`src/rtl/core/lkct_pkg.sv`:
```
// Package for the keyed LRU cache table: field widths, opcodes, defaults
// and the command/status structs between controller and datapath.
// No dependencies.
package lkct_pkg;

   // Field widths of the request and response transactions
   localparam int OPCODE_W     = 1;
   localparam int KEY_FIELD_W  = 64;
   localparam int HANDLE_FIELD_W = 32;
   localparam int HITS_W       = 32;
   localparam int SLOT_FIELD_W = 6;
   localparam int FILL_FIELD_W = 7;
   localparam int STAMP_W      = 32;

   // Width used when resizing an index or count onto a response field
   localparam int WIDE_W = 16;

   // Parameter defaults for the top level
   localparam int DEF_ENTRIES      = 64;
   localparam int DEF_KEY_WIDTH    = 64;
   localparam int DEF_HANDLE_WIDTH = 32;

   // Opcodes
   localparam logic [OPCODE_W-1:0] OP_LOOKUP = 1'b0;
   localparam logic [OPCODE_W-1:0] OP_INSERT = 1'b1;

   // Controller to datapath
   typedef struct packed {
      logic accept;      // capture the request
      logic start;       // resolve the path for the captured request
      logic issue_en;    // allow slot reads
      logic compare_en;  // evaluate returned slot data
      logic write_en;    // write the chosen slot, update counters
      logic finish;      // load the response register
   } lkct_cmd_type;

   // Datapath to controller
   typedef struct packed {
      logic need_scan;     // lookup in a non-empty table, or insert into a full one
      logic direct_write;  // insert with a free slot left
      logic scan_done;     // scan ends this cycle
      logic scan_write;    // scan found a hit or a victim
      logic rsp_free;      // response register can take a new result
      logic full;          // every slot filled
   } lkct_status_type;

endpackage

```
`src/rtl/core/lkct_ctrl.sv`:
```
// Controller of the keyed LRU cache table: sequences capture, slot scan,
// slot write and response load. Depends on lkct_pkg.
module lkct_ctrl (
   input  logic                     clock,
   input  logic                     reset,
   input  logic                     req_valid,
   output logic                     req_ready,
   input  lkct_pkg::lkct_status_type status,
   output lkct_pkg::lkct_cmd_type    cmd
);
   import lkct_pkg::*;

   localparam logic [2:0] S_IDLE   = 3'd0;
   localparam logic [2:0] S_START  = 3'd1;
   localparam logic [2:0] S_SCAN   = 3'd2;
   localparam logic [2:0] S_WRITE  = 3'd3;
   localparam logic [2:0] S_FINISH = 3'd4;

   logic [2:0] state_ff;
   logic [2:0] state_in;

   // Next state and commands
   always_comb begin
      state_in       = state_ff;
      cmd            = '0;
      req_ready      = 1'b0;
      case (state_ff)
         S_IDLE: begin
            req_ready  = 1'b1;
            cmd.accept = req_valid;
            if (req_valid) begin
               state_in = S_START;
            end
         end
         S_START: begin
            cmd.start    = 1'b1;
            cmd.issue_en = status.need_scan;
            if (status.direct_write) begin
               state_in = S_WRITE;
            end else if (status.need_scan) begin
               state_in = S_SCAN;
            end else begin
               state_in = S_FINISH;
            end
         end
         S_SCAN: begin
            cmd.issue_en   = 1'b1;
            cmd.compare_en = 1'b1;
            if (status.scan_done) begin
               state_in = status.scan_write ? S_WRITE : S_FINISH;
            end
         end
         S_WRITE: begin
            cmd.write_en = 1'b1;
            state_in     = S_FINISH;
         end
         S_FINISH: begin
            cmd.finish = status.rsp_free;
            if (status.rsp_free) begin
               state_in = S_IDLE;
            end
         end
         default: begin
            state_in = S_IDLE;
         end
      endcase
   end

   always_ff @(posedge clock) begin
      if (reset) begin
         state_ff <= S_IDLE;
      end else begin
         state_ff <= state_in;
      end
   end

endmodule

```
`config.mk`:
```
export PLATFORM = sky130hd
export DESIGN_NAME = lkct_ctrl
export DESIGN_NICKNAME = d
export VERILOG_FILES = /design/src/rtl/core/lkct_pkg.sv /design/src/rtl/core/lkct_ctrl.sv
export SDC_FILE = /design/constraint.sdc
export NUM_CORES = 1
export LEC_CHECK = 0
export BUFFER_PORTS_ARGS = -buffer_cell sky130_fd_sc_hd__buf_2
export CORE_AREA = 5 5 42 44
export DETAILED_ROUTE_END_ITERATION = 16
export DIE_AREA = 0 0 47 49
export HOLD_SLACK_MARGIN = 0.1
export PLACE_DENSITY = 0.52
export SLEW_MARGIN = 10
export SYNTH_ARGS = -nofsm -noshare
export SYNTH_HDL_FRONTEND = slang
export SYNTH_SLANG_ARGS = --single-unit
```
`constraint.sdc`:
```
create_clock -name clock -period 1.7 [get_ports clock]
set_input_delay 0 -clock clock [delete_from_list [all_inputs] [get_ports clock]]
set_output_delay 0 -clock clock [all_outputs]
set_load 0.01 [all_outputs]
```
After elaboration in Yosys (flattened, before gate mapping)
Index checks and enable logic that the tools add are counted.
{"block": "word_totals", "ff_bits": 3, "in_bits": 9, "out_inout_bits": 7, "word_cells": 24}
{"block": "op_classes", "eq_ne": 7, "muxes": 14, "n_reduce_logical": 2}
{"cell": "3-bit two-way mux", "count": 6}
{"cell": "3-bit case mux with 5 select lines", "count": 1}
{"cell": "3-bit by 2-bit == test with 1-bit output (second input constant)", "count": 2}
{"cell": "1-bit two-way mux", "count": 6}
{"cell": "2-bit inequality test (second input constant)", "count": 3}
{"cell": "3-bit by 1-bit == test with 1-bit output (second input constant)", "count": 1}
{"cell": "3-bit == test (second input constant)", "count": 1}
{"cell": "3-bit zero test", "count": 1}
{"cell": "3-bit AND reduction", "count": 1}
{"cell": "1-bit case mux with 2 select lines", "count": 1}

Logic depth before layout (Yosys ltp)
Gate-level depths: netlist of run 1.
{"block": "depth", "depth_word": 3, "ltp_mapped": 4, "ltp_nobuf": 3}

Worst setup path before layout of run 1
Ideal clock, no wire load.
{"block": "synth_timing", "path_kind": "register -> register", "from": "reg state_ff[0]", "to": "reg state_ff[2]", "setup_ns": 0.086, "t_arrival_ns": 1.268, "required_ns": 1.614, "setup_slack_ns": 0.345, "path_stages_with_launch": 5, "path_buffers": 1, "period_less_slack_ns": 1.355, "cell_sequence": "dfxtp_1 buf_6 or4b_4 o21a_1 a221oi_2"}
{"block": "synth_via", "elab_chain_cells": 3, "elab_cells_between_ends": 10, "cone_classes": "7 x eq/ne; 1 x mux; 2 x reduce/logical"}
{"item": "start: declaration", "line": "lkct_ctrl.sv:19", "rtl": "logic [2:0] state_ff;"}
{"item": "start signal: assignment", "line": "lkct_ctrl.sv:73", "rtl": "state_ff <= state_in;"}
{"item": "3-bit by 2-bit == test with 1-bit output, or another cell as far along", "line": "lkct_ctrl.sv:27", "rtl": "case (state_ff)"}
{"item": "2-bit inequality test (no line)"}
{"item": "3-bit AND reduction (no line)"}
Parallel ways exist; a longest one is shown, timed or not.
A chain may end at the register's enable or synchronous reset.

==> results_dict.tcl, run 1 <==
set metrics [dict create \
    status "finished, final reports clean" \
    skew_ns 0.000273 \
    hp-class "input port to register" \
    layout_commonest_cell "buf_2" \
    multiInputGateArea_um2 170 \
    syn_area_um2 250 \
    finalWeightedCongestion 0.640 \
    antenna_cells 0 \
    swShare_pct 30.0 \
    critical_path.max_stage_delay_ns 0.48 \
    hold_buffers 4 \
    post_cts_buffers 0 \
    start_util_pct 17.9 \
    cts.reportedPaths.clkPinSlew_ns 0.04 \
    leakagePower_nw 0.175 \
    p_comb_share_pct 33.0 \
    ant_nets 0 \
    hold_ws_ns 0.111 \
    seq_area_um2 60.1 \
    path_cells "nor3b_1, a21o_1, buf_2" \
    dieHeight_um 49 \
    antenna_found_initial 0 \
    ys_types 19 \
    grt_max_degree 11 \
    crit_slowest_cell "dfxtp_1" \
    syn_avg_cell_area_um2 8.94 \
    cts_htree_levels 1 \
    coreArea_um2 1400 \
    cts_tree "built" \
    firstDrtPassIters 1 \
    mostFrequentLayoutCells "buf_2 (14), dlygate4sd3_1 (4)" \
    peakVddDrop_mv 0.280 \
    setup_violations 0 \
    synth_nets 37 \
    io_pins 16 \
    die_w_um 47 \
    synth_warnings 0 \
    clock-sinks 3 \
    startpoint_type "register" \
    drv_slew 0 \
    internal_power_w 0.000222 \
    post_drt_via_cell_ratio 4.31 \
    wl_um 657 \
    crit_arrival_ns 1.37 \
    finish.utilization_pct 28.4 \
    grt_setup_unrepaired "false" \
    crit_family "flip-flops" \
    num-fill-cells 166 \
    seq_area_frac_synth_pct 24.0 \
    postLayoutCellArea_um2 398 \
    cp.required_ns 1.70 \
    path_max_fanout 10 \
    syn_to_final_growth_pct 59.0 \
    max-clock-path-buffers 2 \
    dieArea_um2 2300 \
    slew_headroom_pct 72.6 \
    period_share_pct 80.9 \
    placedInstanceArea_um2 332 \
    crit_type "register to output port" \
    drive_gt1_share_pct 46.9 \
    clk_root_buffer_cell "clkbuf_4" \
    grt-ovfl-total 0 \
    vias 280 \
    seqPwrFrac_pct 27.2 \
    grt_usage_pct 6.69 \
    yosys_register_bits 3 \
    grt_pass1_wl_um 1060 \
    setup_tns_ns 0 \
    critical_path_buf_inv_count 1 \
    dpl.hpwl_um 494 \
    cts_resized 0 \
    first_global_vias 269 \
    io_buffers 14 \
    clkPwrFrac_pct 39.9 \
    tightest_slew_ns 0.410 \
    max_freq_mhz 727 \
    worstSkewPairLatency_ns 0.23 \
    drt_iter0_markers 0 \
    wire_per_inst_um 10.1 \
    cap_violations 0 \
    hold_viol 0 \
    p_switching_w 0.0000948 \
    rows 14 \
    drc 0 \
    largest_register_ffs 3 \
    synth_cells 28 \
    nNetsFinal 59 \
    period_needed_ns 1.37 \
    powerDensity_nw_per_um2 795 \
    reg_top3 "state_ff (3)" \
    cts_made_buffers 3 \
    top_register "state_ff" \
    critPathCaptureType "output port" \
]
==> power by group through the flow <==
stage                     combinational (W)  sequential [W]  clock, W
after CTS                          0.000105       0.0000859  0.000130
after global placement            0.0000978       0.0000873         0
after detailed placement          0.0000971       0.0000871         0
after floorplan                   0.0000711       0.0000813         0
after global routing               0.000114       0.0000876  0.000140
final                              0.000104       0.0000859  0.000126
==> logic make-up after synthesis <==
kind of cell / after synthesis / share of synthesized area, %
flops: 3 / 24.0
simple gates: 13 / 34.5
compound gates: 7 / 24.5
mux: 2 / 9.00
buf+inv: 3 / 8.00
==> worst paths after layout <==
kind / start / endpoint / slack (ns) / cells after the start
min reg2reg: state_ff[0]$_SDFFE_PP0P_ / state_ff[2]$_SDFFE_PP0P_ / 0.55 / 2
min: status[5] / state_ff[2]$_SDFFE_PP0P_ / 0.11 / 4
max reg2reg: state_ff[1]$_SDFFE_PP0P_ / state_ff[2]$_SDFFE_PP0P_ / 0.33 / 3
max: state_ff[1]$_SDFFE_PP0P_ / cmd[3] / 0.33 / 3
==> per-layer routing <==
layer / vias up / GRT usage [%] / part of all wire (%) / wire length [um]
met2: 10 / 8.82 / 46 / 305
li1: 145 / - / - / -
met3: 2 / 3.32 / 9.9 / 65
met5: - / 0 / 0 / 0
met1: 123 / 7.69 / 42 / 275
met4: 0 / 5.53 / 1.5 / 10
==> tightest hold or removal path, cell delays in order <==
cell,delay [ns]
buf_2,0.09
o21bai_1,0.07
nand2_1,0.08
a221oi_2,0.05
==> stage by stage <==
stage / std cells / setup WS (ns) / total power, W
after floorplan: 28 / 0.345 / 0.000152
after global placement: 57 / 0.328 / 0.000185
after detailed placement: 57 / 0.337 / 0.000184
after CTS: 65 / 0.307 / 0.000321
after global routing: 65 / 0.231 / 0.000341
final: 65 / 0.325 / 0.000316
==> cell usage after synthesis (all sizes together) <==
| cell | n | area [um2] |
|---|---|---|
| dfxtp | 3 | 60.1 |
| nand2 | 3 | 11.3 |
| nor3b | 3 | 22.5 |
| buf | 2 | 16.3 |
| mux2 | 2 | 22.5 |
| nor3 | 2 | 10.0 |
| o21bai | 2 | 15.0 |
| a21o | 1 | 7.51 |
| a221oi | 1 | 15.0 |
| a2bb2oi | 1 | 8.76 |
| and2 | 1 | 6.26 |
| and4bb | 1 | 12.5 |
| inv | 1 | 3.75 |
| nor2 | 1 | 3.75 |
| nor2b | 1 | 6.26 |
| o21a | 1 | 7.51 |
| o31ai | 1 | 7.51 |
| or4b | 1 | 13.8 |
==> area by class of cell <==
cell class	count	area share, %
clock buffer	4	6.60
multi-input combinational	22	42.8
timing repair buffer	19	29.6
sequential	3	15.1
inverter	1	0.943
tap	16	5.03
Note: power is estimated with default switching activity, not from simulation.
==> run 2, diff against run 1 <==
==> constraint.sdc (replaced) <==
create_clock -name clock -period 1.3 [get_ports clock]
set_input_delay 0 -clock clock [delete_from_list [all_inputs] [get_ports clock]]
set_output_delay 0 -clock clock [all_outputs]
set_load 0.01 [all_outputs]
==> run 2 against run 1 <==
Net effect: sequential power increased by 26%; via count up 3.6%; critical path type is now register to register; largest cell class unchanged; flip-flop and latch count is the same; count of clock-buffer cells in the layout is the same.
==> results_dict.tcl, run 2 (synthesis gave the netlist of run 1 again) <==
set metrics [dict create \
    grt-ovfl-total 0 \
    met2_usage_pct 9.28 \
    num-fill-cells 156 \
    hold_buffers 3 \
    clk_root_buffer_cell "clkbuf_4" \
    finish.utilization_pct 30.8 \
    period_share_pct 98.3 \
    coreArea_um2 1400 \
    grt_usage_pct 7.67 \
    clock-sinks 3 \
    wire_per_inst_um 10.6 \
    seq_area_um2 61.3 \
    hp-class "input port to register" \
    powerDensity_nw_per_um2 1010 \
    path_max_fanout 4 \
    vias 290 \
    crit_type "register to register" \
    fin_ws_ns 0.0221 \
    ant_nets 0 \
    rows 14 \
    antenna_found_initial 0 \
    startpoint_type "register" \
    wl_um 710 \
    antenna_cells 0 \
    hold_viol 0 \
    max_freq_mhz 783 \
    cts_made_buffers 3 \
    leakagePower_nw 0.197 \
    use_met1_pct 10.3 \
    drive_gt1_share_pct 58.8 \
    cp.required_ns 1.44 \
    placedInstanceArea_um2 354 \
    die_w_um 47 \
    cap_violations 0 \
    multiInputGateArea_um2 190 \
    skew_ns 0.00259 \
    finalWeightedCongestion 0.662 \
    io_pins 16 \
    cts_htree_levels 1 \
    drt_iter0_markers 5 \
    max-clock-path-buffers 2 \
    dieHeight_um 49 \
    period_needed_ns 1.28 \
    grt_setup_unrepaired "true" \
    syn_to_final_growth_pct 72.5 \
    status "finished, final reports clean" \
    firstDrtPassIters 2 \
    first_global_vias 288 \
    drv_slew 0 \
    grt_busiest_layer "met1" \
    post_cts_buffers 0 \
    layout_commonest_cell "buf_2" \
    drc 0 \
    worstSkewPairLatency_ns 0.23 \
    post_drt_via_cell_ratio 4.33 \
    nNetsFinal 61 \
    postLayoutCellArea_um2 432 \
    dieArea_um2 2300 \
    cts_tree "built" \
    peakVddDrop_mv 0.377 \
    reg_top3 "state_ff (3)" \
    use_met3_pct 4.43 \
    top_register "state_ff" \
    critPathCaptureType "register" \
    grt_pass1_wl_um 1240 \
    start_util_pct 17.9 \
    mostFrequentLayoutCells "buf_2 (14), buf_4 (4), nand2_1 (3), clkbuf_4 (3), dlygate4sd3_1 (3)" \
    tightest_slew_ns 0.188 \
    setup_violations 0 \
    pre_cts_ws_ns 0.0197 \
    cts.reportedPaths.clkPinSlew_ns 0.04 \
    grt_max_degree 10 \
    slew_headroom_pct 87.4 \
    setup_tns_ns 0 \
    crit_arrival_ns 1.42 \
    largest_register_ffs 3 \
    io_buffers 14 \
    dpl.hpwl_um 580 \
]
[run 2: changes by cell type in the layout (fill, tap and decap cells not counted)]
cell | previous run | this run
buf_4 | 1 | 4
nor3b_4 | 0 | 1
o21bai_2 | 0 | 1
nor3b_2 | 0 | 1
dlygate4sd3_1 | 4 | 3
o21bai_1 | 2 | 1
dfxtp_1 | 3 | 2
dfxtp_2 | 0 | 1
nor3b_1 | 3 | 1
[run 2: final timing paths]
| kind | from | slack [ns] | depth (start not counted) | endpoint |
|---|---|---|---|---|
| worst max-delay path | state_ff[1]$_SDFFE_PP0P_ | 0.02 | 3 | state_ff[2]$_SDFFE_PP0P_ |
| worst min-delay path | status[1] | 0.09 | 3 | state_ff[2]$_SDFFE_PP0P_ |
| worst max register to register | state_ff[1]$_SDFFE_PP0P_ | 0.02 | 3 | state_ff[2]$_SDFFE_PP0P_ |
| worst min register to register | state_ff[0]$_SDFFE_PP0P_ | 0.56 | 2 | state_ff[2]$_SDFFE_PP0P_ |
[run 2: metrics by stage]
stage	power [W]	instances	hold WS, ns
after floorplan	0.000203	28	0.0662
after global placement	0.000254	60	0.214
after detailed placement	0.000256	60	0.222
after CTS	0.000434	67	0.0824
after global routing	0.000477	67	0.0953
final	0.000434	67	0.0894
[run 2: metal layers]
metal  vias to the layer above  part of all wire (%)
li1                        153                     -
met1                       125                    46
met2                        12                    42
met3                         0                    12
met4                         0                     0
met5                         -                     0
[run 2: area by class of cell]
type                            count  area share, %
Multi-Input combinational cell     22           44.1
Timing Repair Buffer               21           30.1
Sequential cell                     3           14.2
Clock buffer                        4           6.09
Tap cell                           16           4.64
Inverter                            1          0.870
[run 2: report_power, final]
| part | total (W) | switching [W] | internal, W |
|---|---|---|---|
| clock | 0.000163 | 0.0000482 | 0.000115 |
| combinational | 0.000163 | 0.0000768 | 0.0000863 |
| sequential | 0.000108 | 0.00000592 | 0.000102 |
[run 2: repair_timing]
item,4_1_cts,5_1_grt
resized for setup,1,4
pin swaps,0,0
endpoints found under the hold margin,3,1
setup endpoints to repair,2,3
[run 2: critical path, cell delays in order, from the launching register on]
cell and delay (ns):
dfxtp_2 0.33, or4b_4 0.52, o21a_1 0.14, a221oi_2 0.20
==> run 3, diff against run 2 <==
--- a/config.mk
+++ b/config.mk
@@ -5,12 +5,13 @@
 export SDC_FILE = /design/constraint.sdc
 export NUM_CORES = 1
 export LEC_CHECK = 0
+export ABC_AREA = 1
 export BUFFER_PORTS_ARGS = -buffer_cell sky130_fd_sc_hd__buf_2
 export CORE_AREA = 5 5 42 44
 export DETAILED_ROUTE_END_ITERATION = 16
 export DIE_AREA = 0 0 47 49
 export HOLD_SLACK_MARGIN = 0.1
-export PLACE_DENSITY = 0.52
+export PLACE_DENSITY = 0.54
 export SLEW_MARGIN = 10
 export SYNTH_ARGS = -nofsm -noshare
 export SYNTH_HDL_FRONTEND = slang
==> run 3 against run 2 <==
Net effect: synthesized cell count rose by 75%; critical path depth increased by 3; sequential power rose by 19%; utilization shrank 2.1 points; critical endpoint is now cmd[3]; non-clock buffer count is 6 lower; area after synthesis increased by 10%; count of clock-buffer cells in the layout unchanged; clock power is essentially flat; clock skew down 0.0016 ns; largest power group unchanged.
==> results_dict.tcl, run 3 <==
set metrics [dict create \
    setup_violations 0 \
    cp.required_ns 1.30 \
    hold_viol 0 \
    holdPathEnd "state_ff[0]$_SDFFE_PP0P_" \
    vias 344 \
    rr_worst_depth 6 \
    dieArea_um2 2300 \
    clock-sinks 3 \
    top_register "state_ff" \
    grt_setup_unrepaired "false" \
    dieHeight_um 49 \
    synth_top_flop_cell "dfxtp_1" \
    synthArstFlopShare_pct 0 \
    drv_slew 0 \
    io_pins 16 \
    max_freq_mhz 911 \
    synth_nets 58 \
    crit_type "register to output port" \
    synth_top_cell_area_share_pct 21.7 \
    wl_um 712 \
    yosys_register_bits 3 \
    period_share_pct 84.4 \
    yosys-top-cells-area "dfxtp_1 (22%), nand2_1 (18%), inv_1 (11%), nor2_1 (9.5%), nand3_1 (9.0%)" \
    nNetsFinal 78 \
    cts_htree_levels 1 \
    powerDensity_nw_per_um2 1420 \
    cts_resized 0 \
    hold_start "status[4]" \
    drt_iter0_markers 7 \
    coreArea_um2 1400 \
    finalWeightedCongestion 0.691 \
    largest_register_ffs 3 \
    seq_area_frac_synth_pct 21.7 \
    skew_ns 0.00102 \
    drive_gt1_share_pct 41.2 \
    path_max_fanout 5 \
    crit_slowest_cell "dfxtp_1" \
    tightest_slew_ns 0.249 \
    ys_types 13 \
    syn_avg_cell_area_um2 5.64 \
    layout_commonest_cell "buf_2" \
    cts_made_buffers 3 \
    first_global_vias 332 \
    path_cells "inv_2, nand2_2, nor2_2, nand2_1, nand2_1, buf_2" \
    start_util_pct 19.7 \
    power_w 0.000572 \
    critical_path.max_stage_delay_ns 0.45 \
    synth_warnings 0 \
    grt_usage_pct 7.75 \
    mostFrequentLayoutCells "buf_2 (14), nand2_1 (13), inv_1 (8)" \
    synth-edff-count 0 \
    timing.rr.start "state_ff[0]$_SDFFE_PP0P_" \
    rows 14 \
    post_drt_via_cell_ratio 4.10 \
    cts_tree "built" \
    syn_area_um2 277 \
    cts.reportedPaths.clkPinSlew_ns 0.04 \
    firstDrtPassIters 4 \
    ant_nets 0 \
    die_w_um 47 \
    status "finished, final reports clean" \
    setup_tns_ns 0 \
    grt-ovfl-total 0 \
    synth_cells 49 \
    startpoint_type "register" \
    io_buffers 14 \
    r2r_slack_ns 0.23 \
    synth_largest_area_cell "dfxtp_1" \
    crit_family "flip-flops" \
    drc 0 \
    reg_top3 "state_ff (3)" \
    grt_pass1_wl_um 1260 \
    period_needed_ns 1.10 \
    antenna_found_initial 0 \
    syn_to_final_growth_pct 45.7 \
    max-clock-path-buffers 2 \
    dpl.hpwl_um 578 \
    cap_violations 0 \
    synth_common_cells "nand2_1 (13), inv_1 (8), nor2_1 (7)" \
    slew_headroom_pct 83.4 \
    clk_root_buffer_cell "clkbuf_4" \
    peakVddDrop_mv 0.405 \
    antenna_cells 0 \
    leakagePower_nw 0.252 \
    cpMostUsedCell "nand2_1" \
    hp-class "input port to register" \
    crit_arrival_ns 1.10 \
    yosysMostFrequentCell "nand2_1" \
    critPathCaptureType "output port" \
    wire_per_inst_um 8.48 \
    worstSkewPairLatency_ns 0.23 \
    grt_max_degree 6 \
    critical_path_buf_inv_count 2 \
    hold_depth 5 \
    r2r-end "state_ff[1]$_SDFFE_PP0P_" \
]
## run 3: changes by cell type in the layout (fill, tap and decap cells not counted), moves of 2 or more
cell,previous run,this run
mux2_2,2,0
a21oi_2,0,2
dlygate4sd3_1,3,1
nor2_2,0,3
nor3_1,2,0
inv_2,0,3
nand3_1,0,5
nor2_1,1,7
inv_1,1,8
buf_4,4,0
nand2_1,3,13
## run 3: logic make-up (layout without fill, tap and decap cells)
family,Yosys count,after routing,synth area share [%]
compound gates,2,2,6.34
buf+inv,12,31,16.3
flops,3,3,21.7
simple gates,32,32,55.7
## run 3: tightest hold or removal path, stage by stage
cell	delay (ns)
buf_2	0.09
nand2_1	0.05
nand3_1	0.08
nand3_2	0.07
nor2_2	0.07
## run 3: cell type report
class	count	area (um2)
Tap cell	16	20.0
Multi-Input combinational cell	34	171
Clock buffer	4	26.3
Fill cell	169	998
Inverter	12	45.0
Timing Repair Buffer	15	80.1
Sequential cell	3	60.1
## run 3: through the flow
stage | utilization [%] | std cells | worst slack [ns] | hold slack [ns] | area (um2)
floorplan | - | 49 | 0.322 | 0.0666 | 277
global placement | 26.2 | 79 | 0.227 | 0.195 | 367
detailed placement | 26.2 | 79 | 0.222 | 0.198 | 367
CTS | 28.7 | 84 | 0.185 | 0.169 | 403
global route | 28.7 | 84 | 0.0687 | 0.189 | 403
finish | 28.7 | 84 | 0.203 | 0.163 | 403
## run 3: worst max path at each step
stage	start	depth (start not counted)	endpoint	slack, ns
floorplan	state_ff[0]$_SDFFE_PP0P_	6	state_ff[1]$_SDFFE_PP0P_	0.32
global placement	state_ff[0]$_SDFFE_PP0P_	6	state_ff[1]$_SDFFE_PP0P_	0.23
detailed placement	state_ff[0]$_SDFFE_PP0P_	6	state_ff[1]$_SDFFE_PP0P_	0.22
CTS	state_ff[2]$_SDFFE_PP0P_	6	cmd[3]	0.19
global route	state_ff[2]$_SDFFE_PP0P_	6	cmd[3]	0.07
finish	state_ff[2]$_SDFFE_PP0P_	6	cmd[3]	0.20
## run 3: routing by layer
metal	global-route usage (%)	vias to the layer above	wire length (um)
li1	-	184	-
met1	8.13	149	297
met2	11.8	9	351
met3	3.32	2	43
met4	5.53	0	19
met5	0	-	0
## run 3: power by group
| group | leakage [nW] | switching (W) | internal, W |
|---|---|---|---|
| combinational | 0.212 | 0.000174 | 0.000109 |
| clock | 0.0150 | 0.0000456 | 0.000115 |
| sequential | 0.0246 | 0.0000200 | 0.000109 |
| total | 0.252 | 0.000239 | 0.000333 |
## run 3: timing repair
action / 4_1_cts / 5_1_grt
hold endpoints to repair: 3 / 0
setup buffers: 0 / 0
hold buffers: 1 / 0
